### config.mk
export PLATFORM = sky130hd
export DESIGN_NAME = intern_table_find_or_insert
export DESIGN_NICKNAME = d
export VERILOG_FILES = /design/src/design/itn_pkg.sv /design/src/design/intern_table_find_or_insert.sv /design/src/design/itn_store.sv
export SDC_FILE = /design/constraint.sdc
export NUM_CORES = 2
export LEC_CHECK = 0
export BUFFER_PORTS_ARGS = -buffer_cell sky130_fd_sc_hd__clkbuf_2
export CAP_MARGIN = 20
export CORE_MARGIN = 2
export CORE_UTILIZATION = 30
export CTS_BUF_LIST = sky130_fd_sc_hd__clkbuf_8
export DETAILED_ROUTE_END_ITERATION = 8
export SETUP_SLACK_MARGIN = 0.05
export SYNTH_ARGS = -nofsm -noshare
export SYNTH_HDL_FRONTEND = slang
export SYNTH_SLANG_ARGS = --single-unit
### constraint.sdc
create_clock -name clock -period 6.1 [get_ports clock]
set_input_delay 0.61 -clock clock [delete_from_list [all_inputs] [get_ports clock]]
set_output_delay 0.61 -clock clock [all_outputs]
set_load 0.02 [all_outputs]
### src/design/itn_pkg.sv
package itn_pkg;

   localparam int KIND_W    = 3;
   localparam int OPERAND_W = 16;
   localparam int INDEX_W   = 6;

   localparam logic REQ_INTERN = 1'b0;
   localparam logic REQ_READ   = 1'b1;

   typedef struct packed {
      logic                 req_type;
      logic [KIND_W-1:0]    kind;
      logic [OPERAND_W-1:0] left;
      logic [OPERAND_W-1:0] right;
      logic [INDEX_W-1:0]   entry_index;
   } itn_req_type;

   typedef struct packed {
      logic [INDEX_W-1:0]   result_index;
      logic                 table_full;
      logic                 was_present;
      logic                 entry_valid;
      logic [KIND_W-1:0]    entry_kind;
      logic [OPERAND_W-1:0] entry_left;
      logic [OPERAND_W-1:0] entry_right;
   } itn_rsp_type;

   typedef struct packed {
      logic [KIND_W-1:0]    kind;
      logic [OPERAND_W-1:0] left;
      logic [OPERAND_W-1:0] right;
   } itn_entry_type;

   typedef enum logic [1:0] {
      ST_IDLE,
      ST_SCAN,
      ST_READ,
      ST_FINISH
   } itn_state_type;

endpackage

### src/design/intern_table_find_or_insert.sv
// Channel   Ports                          Direction  Carries
// request   req_valid req_stall req_item   in         intern or read item
// response  rsp_valid rsp_stall rsp_item   out        one result item per request
//
// One item at a time. A read passes through ST_READ and ST_FINISH to rsp_valid, or goes
// straight to ST_FINISH when the index lies beyond the filled entries. An intern scans
// the filled entries, at most TABLE_ENTRIES, through the single read port, one entry per
// cycle. The next item can be taken in the cycle in which rsp_valid rises.
// Entries fill in order and are never freed, so a fill count replaces valid bits.
// Reset empties the table at once. The result register lets rsp_stall hold a
// result while the next request is taken and worked on.
module intern_table_find_or_insert #(
   parameter int TABLE_ENTRIES = 64
) (
   input  logic                 clock,
   input  logic                 reset,
   input  logic                 req_valid,
   output logic                 req_stall,
   input  itn_pkg::itn_req_type req_item,
   output logic                 rsp_valid,
   input  logic                 rsp_stall,
   output itn_pkg::itn_rsp_type rsp_item
);
   import itn_pkg::*;

   localparam int IDX_W = $clog2(TABLE_ENTRIES);
   localparam int CNT_W = $clog2(TABLE_ENTRIES + 1);
   localparam int CMP_W = (CNT_W > INDEX_W) ? CNT_W : INDEX_W;

   itn_state_type state_ff, state_in;
   logic [CNT_W-1:0] fill_ff, fill_in;
   logic [IDX_W-1:0] ptr_ff, ptr_in;
   logic [IDX_W-1:0] tag_ff, tag_in;
   itn_entry_type    key_ff, key_in;
   itn_rsp_type      res_ff, res_in;
   itn_rsp_type      rsp_ff, rsp_in;
   logic             rsp_valid_ff, rsp_valid_in;

   logic             rd_en;
   logic [IDX_W-1:0] rd_addr;
   itn_entry_type    rd_data;
   logic             wr_en;
   logic [IDX_W-1:0] wr_addr;
   itn_entry_type    wr_data;

   itn_entry_type    req_key;
   itn_rsp_type      miss_res;
   logic             full;
   logic             last;
   logic             match;
   logic [CMP_W-1:0] rd_idx_ext;

   itn_store #(
      .DEPTH (TABLE_ENTRIES)
   ) u_store (
      .clock   (clock),
      .rd_en   (rd_en),
      .rd_addr (rd_addr),
      .rd_data (rd_data),
      .wr_en   (wr_en),
      .wr_addr (wr_addr),
      .wr_data (wr_data)
   );

   assign req_key.kind  = req_item.kind;
   assign req_key.left  = req_item.left;
   assign req_key.right = req_item.right;

   assign full       = (fill_ff == CNT_W'(TABLE_ENTRIES));
   assign last       = ((CNT_W'(tag_ff) + CNT_W'(1)) == fill_ff);
   assign match      = (rd_data == key_ff);
   assign rd_idx_ext = CMP_W'(req_item.entry_index);

   // result when no entry matched: insert at the fill point, or report full
   always_comb begin
      miss_res = '0;
      if (full) begin
         miss_res.table_full = 1'b1;
      end else begin
         miss_res.result_index = INDEX_W'(fill_ff);
      end
   end

   always_comb begin
      state_in     = state_ff;
      fill_in      = fill_ff;
      ptr_in       = ptr_ff;
      tag_in       = tag_ff;
      key_in       = key_ff;
      res_in       = res_ff;
      rsp_in       = rsp_ff;
      rsp_valid_in = rsp_valid_ff && rsp_stall;
      rd_en        = 1'b0;
      rd_addr      = ptr_ff;
      wr_en        = 1'b0;
      wr_addr      = fill_ff[IDX_W-1:0];
      wr_data      = key_ff;
      req_stall    = (state_ff != ST_IDLE);

      unique case (state_ff)
         ST_IDLE: begin
            if (req_valid) begin
               key_in = req_key;
               if (req_item.req_type == REQ_READ) begin
                  if (rd_idx_ext < CMP_W'(fill_ff)) begin
                     rd_en    = 1'b1;
                     rd_addr  = rd_idx_ext[IDX_W-1:0];
                     state_in = ST_READ;
                  end else begin
                     res_in   = '0;
                     state_in = ST_FINISH;
                  end
               end else if (fill_ff == '0) begin
                  wr_en    = 1'b1;
                  wr_data  = req_key;
                  res_in   = miss_res;
                  fill_in  = fill_ff + CNT_W'(1);
                  state_in = ST_FINISH;
               end else begin
                  rd_en    = 1'b1;
                  rd_addr  = '0;
                  tag_in   = '0;
                  ptr_in   = IDX_W'(1);
                  state_in = ST_SCAN;
               end
            end
         end
         ST_SCAN: begin
            rd_en  = 1'b1;
            ptr_in = ptr_ff + IDX_W'(1);
            tag_in = ptr_ff;
            if (match) begin
               res_in              = '0;
               res_in.result_index = INDEX_W'(tag_ff);
               res_in.was_present  = 1'b1;
               state_in            = ST_FINISH;
            end else if (last) begin
               res_in = miss_res;
               if (!full) begin
                  wr_en   = 1'b1;
                  fill_in = fill_ff + CNT_W'(1);
               end
               state_in = ST_FINISH;
            end
         end
         ST_READ: begin
            res_in             = '0;
            res_in.entry_valid = 1'b1;
            res_in.entry_kind  = rd_data.kind;
            res_in.entry_left  = rd_data.left;
            res_in.entry_right = rd_data.right;
            state_in           = ST_FINISH;
         end
         ST_FINISH: begin
            if (!rsp_valid_ff || !rsp_stall) begin
               rsp_in       = res_ff;
               rsp_valid_in = 1'b1;
               state_in     = ST_IDLE;
            end
         end
         default: begin
            state_in = ST_IDLE;
         end
      endcase
   end

   always_ff @(posedge clock) begin
      if (reset) begin
         state_ff     <= ST_IDLE;
         fill_ff      <= '0;
         rsp_valid_ff <= 1'b0;
      end else begin
         state_ff     <= state_in;
         fill_ff      <= fill_in;
         rsp_valid_ff <= rsp_valid_in;
      end
   end

   always_ff @(posedge clock) begin
      ptr_ff <= ptr_in;
      tag_ff <= tag_in;
      key_ff <= key_in;
      res_ff <= res_in;
      rsp_ff <= rsp_in;
   end

   assign rsp_valid = rsp_valid_ff;
   assign rsp_item  = rsp_ff;

   a_fill_step: assert property (@(posedge clock) disable iff (reset)
      (!$past(reset) && (fill_ff != $past(fill_ff))) |-> (fill_ff == $past(fill_ff) + CNT_W'(1)))
      else $error("fill count moved by more than one");

   a_scan_in_range: assert property (@(posedge clock) disable iff (reset)
      (state_ff == ST_SCAN) |-> (CNT_W'(tag_ff) < fill_ff))
      else $error("scan beyond filled entries");

   a_full_consistent: assert property (@(posedge clock) disable iff (reset)
      (rsp_valid_ff && rsp_ff.table_full) |-> full)
      else $error("table full reported with a free entry");

   a_hit_in_range: assert property (@(posedge clock) disable iff (reset)
      (rsp_valid_ff && rsp_ff.was_present) |->
      (!rsp_ff.table_full && (CMP_W'(rsp_ff.result_index) < CMP_W'(fill_ff))))
      else $error("hit index outside filled entries");

endmodule

### src/design/itn_store.sv
module itn_store #(
   parameter int DEPTH = 64
) (
   input  logic                                clock,
   input  logic                                rd_en,
   input  logic [$clog2(DEPTH)-1:0]            rd_addr,
   output itn_pkg::itn_entry_type              rd_data,
   input  logic                                wr_en,
   input  logic [$clog2(DEPTH)-1:0]            wr_addr,
   input  itn_pkg::itn_entry_type              wr_data
);
   import itn_pkg::*;

   itn_entry_type mem [DEPTH];
   itn_entry_type rd_data_ff;

   always_ff @(posedge clock) begin
      if (wr_en) begin
         mem[wr_addr] <= wr_data;
      end
      if (rd_en) begin
         rd_data_ff <= mem[rd_addr];
      end
   end

   assign rd_data = rd_data_ff;

endmodule

==> impl_metrics.env <==
export IMPL_synth_edf_count=2410
export IMPL_path_max_fanout=37
export IMPL_hp_class="in -> reg"
export IMPL_synthesis_instances=5961
export IMPL_clk_pin_slew_ns=0.07
export IMPL_slew_headroom_pct=14.69
export IMPL_antenna_found_initial=18
export IMPL_drt_antenna_violating_nets=0
export IMPL_start_util_pct=30.18
export IMPL_crit_required_ns=7.02
export IMPL_route_detailed_drc=0
export IMPL_coreArea_sq_um=312200
export IMPL_fin_crit_ns=5.760
export IMPL_synthesis_area_sq_um=94220
export IMPL_r2r_end="u_store.rd_data[26]"
export IMPL_tns_ns=0
export IMPL_power_density_nw_per_um2=408.7
export IMPL_drtPass1Iterations=6
export IMPL_synth_top_flop_cell="edfxtp_1"
export IMPL_min_delay_start="req_valid"
export IMPL_ir_drop_v=0.0002700
export IMPL_die_area_sq_um=318600
export IMPL_final_util_pct=34.77
export IMPL_hpwl_um=163500
export IMPL_crit_path_start_kind="flop"
export IMPL_cts_sinks=2420
export IMPL_die_x_um=564.4
export IMPL_cts_buffer_depth=4
export IMPL_path_buf_inv=3
export IMPL_path_delay_family="compound AO/OA/AOI/OAI gates"
export IMPL_slowest_stage="nor3_1"
export IMPL_outcome="finished, final reports clean"
export IMPL_whs_path_depth=5
export IMPL_drt_iter0_drc=9071
export IMPL_synth_top_cell_area_share_pct=76.81
export IMPL_syn_area_per_cell_sq_um=15.81
export IMPL_fin_skew_ns=0.08811
export IMPL_drv_slew=0
export IMPL_vias_per_cell=5.356
export IMPL_wl_um=297600
export IMPL_synth_area_leaders="edfxtp_1, nand2_1, mux4_2, nand3_1, a31oi_1"
export IMPL_area_growth_pct=15.19
export IMPL_die_y_um=564.4
export IMPL_setup_viol=0
export IMPL_avgRoutedWirePerCell_um=27.54
export IMPL_rows=205
export IMPL_rsz0062_at_grt="false"
export IMPL_grt_start_max_net_pins=99
export IMPL_clock_tree_root_cell="clkbuf_8"
export IMPL_path_cells="clkinv_1 -> ha_1 -> a211oi_1 -> o211a_1 -> nand3_1 -> a21oi_4 -> buf_12 -> buf_4 -> a211oi_1 -> a31oi_1 -> o22ai_1 -> nor3_1 -> or4_1"
export IMPL_synth_top_cell_by_area="edfxtp_1"
export IMPL_drive_gt1_share_pct=17.26
export IMPL_yosysWarnings=0
export IMPL_ff2ff_setup_slack_ns=0.34
export IMPL_cts_tree="built"
export IMPL_synthArstFlopShare_pct=0
export IMPL_clock_latency_ns=1.09
export IMPL_worst_pin_slew_ns=1.270
export IMPL_port_buffers=91
export IMPL_syn_nets=6022
export IMPL_hold_path_end="state_ff[1]"
export IMPL_place_gp_congestion=0.8513
export IMPL_overflow=0
export IMPL_cts_max_level=5
export IMPL_worst_setup_path_type="reg -> reg"
export IMPL_period_share_pct=94.42
export IMPL_max_clock_freq_mhz=173.6
export IMPL_ys_seq_elements=2420
export IMPL_p_leak_nw=35.47
export IMPL_worst_path_most_repeated_cell="a211oi_1"
export IMPL_vias=57860
export IMPL_grt_pass1_vias=55240
export IMPL_cts_inserted_buffers=397
export IMPL_critical_path_max_stage_delay_ns=1.05
export IMPL_reg2reg_depth=13
export IMPL_yosysSeqAreaShare_pct=77.02
export IMPL_ios=92
export IMPL_cp_end_kind="flop"
export IMPL_r2r_start="fill_ff[2]"
export IMPL_nets=6437
export IMPL_track_usage_pct=18.14
export IMPL_dpl_cell_area_sq_um=101300
export IMPL_yosysUniqueCellTypes=67
export IMPL_hold_viol=0
export IMPL_cts_resized_gates=0
export IMPL_post_route_cell_area_sq_um=108500
export IMPL_grt_pass1_wl_um=415400
export IMPL_cp_arrival_ns=6.68
export IMPL_drv_cap=0
-- registers in the layout, summed over array words and instances, names as in the netlist --
name             flops
u_store.mem       2240
res_ff              44
rsp_item            44
key_ff              35
u_store.rd_data     35
fill_ff              7
ptr_ff               6
tag_ff               6
state_ff             2
rsp_valid            1
-- cell usage in the layout, fill, tap and decap left out, types with 68 or more instances in the layout --
master and n:
clkbuf_2 91, clkinv_1 103, buf_4 227, inv_1 145
a31oi_1 232, and3_1 167, nor2_4 68, mux2_2 73
nand3_1 301, mux4_2 174, clkbuf_8 402, o22ai_1 95
a211oi_1 118, edfxtp_1 2410, a21oi_1 72, nand2_1 1295
-- synth_stat cells (49+ instances only) --
| master | number |
|---|---|
| mux2_2 | 73 |
| and3_1 | 167 |
| and2_1 | 65 |
| nand3_1 | 303 |
| a211oi_1 | 118 |
| a31oi_1 | 233 |
| nand2_1 | 1299 |
| mux4_2 | 174 |
| o22ai_1 | 95 |
| edfxtp_1 | 2410 |
| mux2i_1 | 53 |
| clkbuf_1 | 209 |
| nor2_1 | 116 |
| buf_2 | 91 |
| buf_1 | 49 |
| a21oi_1 | 75 |
-- layer usage --
| layer | up-vias | global-route usage, % | wire length, um |
|---|---|---|---|
| met5 | - | 0 | 69 |
| met4 | 10 | 5.761 | 8809 |
| met3 | 558 | 4.445 | 35740 |
| met2 | 3654 | 28.61 | 136400 |
| met1 | 29740 | 24.58 | 116600 |
| li1 | 23910 | - | - |
-- what timing repair did --
| item | 4_1_cts | 5_1_grt |
|---|---|---|
| hold buffers | 38 | 0 |
| buffers inserted | 0 | 0 |
| endpoints found under the hold margin | 55 | 0 |
-- cells by family (layout without fill, tap and decap cells) --
family                   count (synthesis)  count (layout)  share of synthesized area [%]
adder cells (fa/ha/maj)                 15              15                         0.1992
flip-flops                            2420            2420                          77.02
AO/OA/AOI/OAI                          752             752                          5.552
buffers and inverters                  390            1086                          1.811
AND/OR/NAND/NOR                       2031            2031                          9.331
multiplexers                           300             300                          5.595
XOR/XNOR                                53              53                         0.4927
other                                    0               7                              0
-- how the worst max path moves through the flow --
stage / from / cells past startpoint / endpoint / slack [ns]
final: fill_ff[2] / 13 / u_store.rd_data[26] / 0.34
after global routing: fill_ff[2] / 14 / u_store.rd_data[18] / 0.22
after CTS: fill_ff[2] / 13 / u_store.rd_data[26] / 0.61
after detailed placement: fill_ff[2] / 14 / u_store.rd_data[18] / 0.64
after global placement: fill_ff[2] / 11 / u_store.rd_data[20] / 0.64
after floorplan: req_valid / 13 / u_store.rd_data[7] / 1.43
-- worst register-to-register path, stage by stage, from the launching register on --
cell and delay [ns]:
dfxtp_1 0.57, clkinv_1 0.35, ha_1 0.31, a211oi_1 0.36
o211a_1 0.48, nand3_1 0.36, a21oi_4 0.61, buf_12 0.35
buf_4 0.43, a211oi_1 0.13, a31oi_1 0.19, o22ai_1 0.17
nor3_1 1.05, or4_1 0.24
-- power by group --
group / switching (mW) / internal, mW
clock network: 6.32 / 6.36
logic: 7.84 / 3.02
registers: 0.482 / 20.3
-- area by class of cell --
type	count	area [sq um]
clock inverter	278	1291
sequential	2420	72570
tap	4140	5180
inverter	15	56.30
fill	29450	203600
antenna	7	17.52
timing repair buffer	391	3236
clock buffer	402	5533
multi-input combinational	3151	20650
-- metrics by stage --
| step | total power [mW] | setup slack, ns | instances | hold WS [ns] |
|---|---|---|---|---|
| finish | 44.36 | 0.3403 | 10800 | 0.2177 |
| floorplan | 26.72 | 1.430 | 5961 | 0.4003 |
| global placement | 31.53 | 0.6391 | 10070 | 0.4005 |
| detailed placement | 31.71 | 0.6425 | 10080 | 0.4045 |
| CTS | 44.25 | 0.6056 | 10790 | 0.1189 |
| global route | 45.70 | 0.2166 | 10800 | 0.2282 |
(Power assumes the default switching activity.)
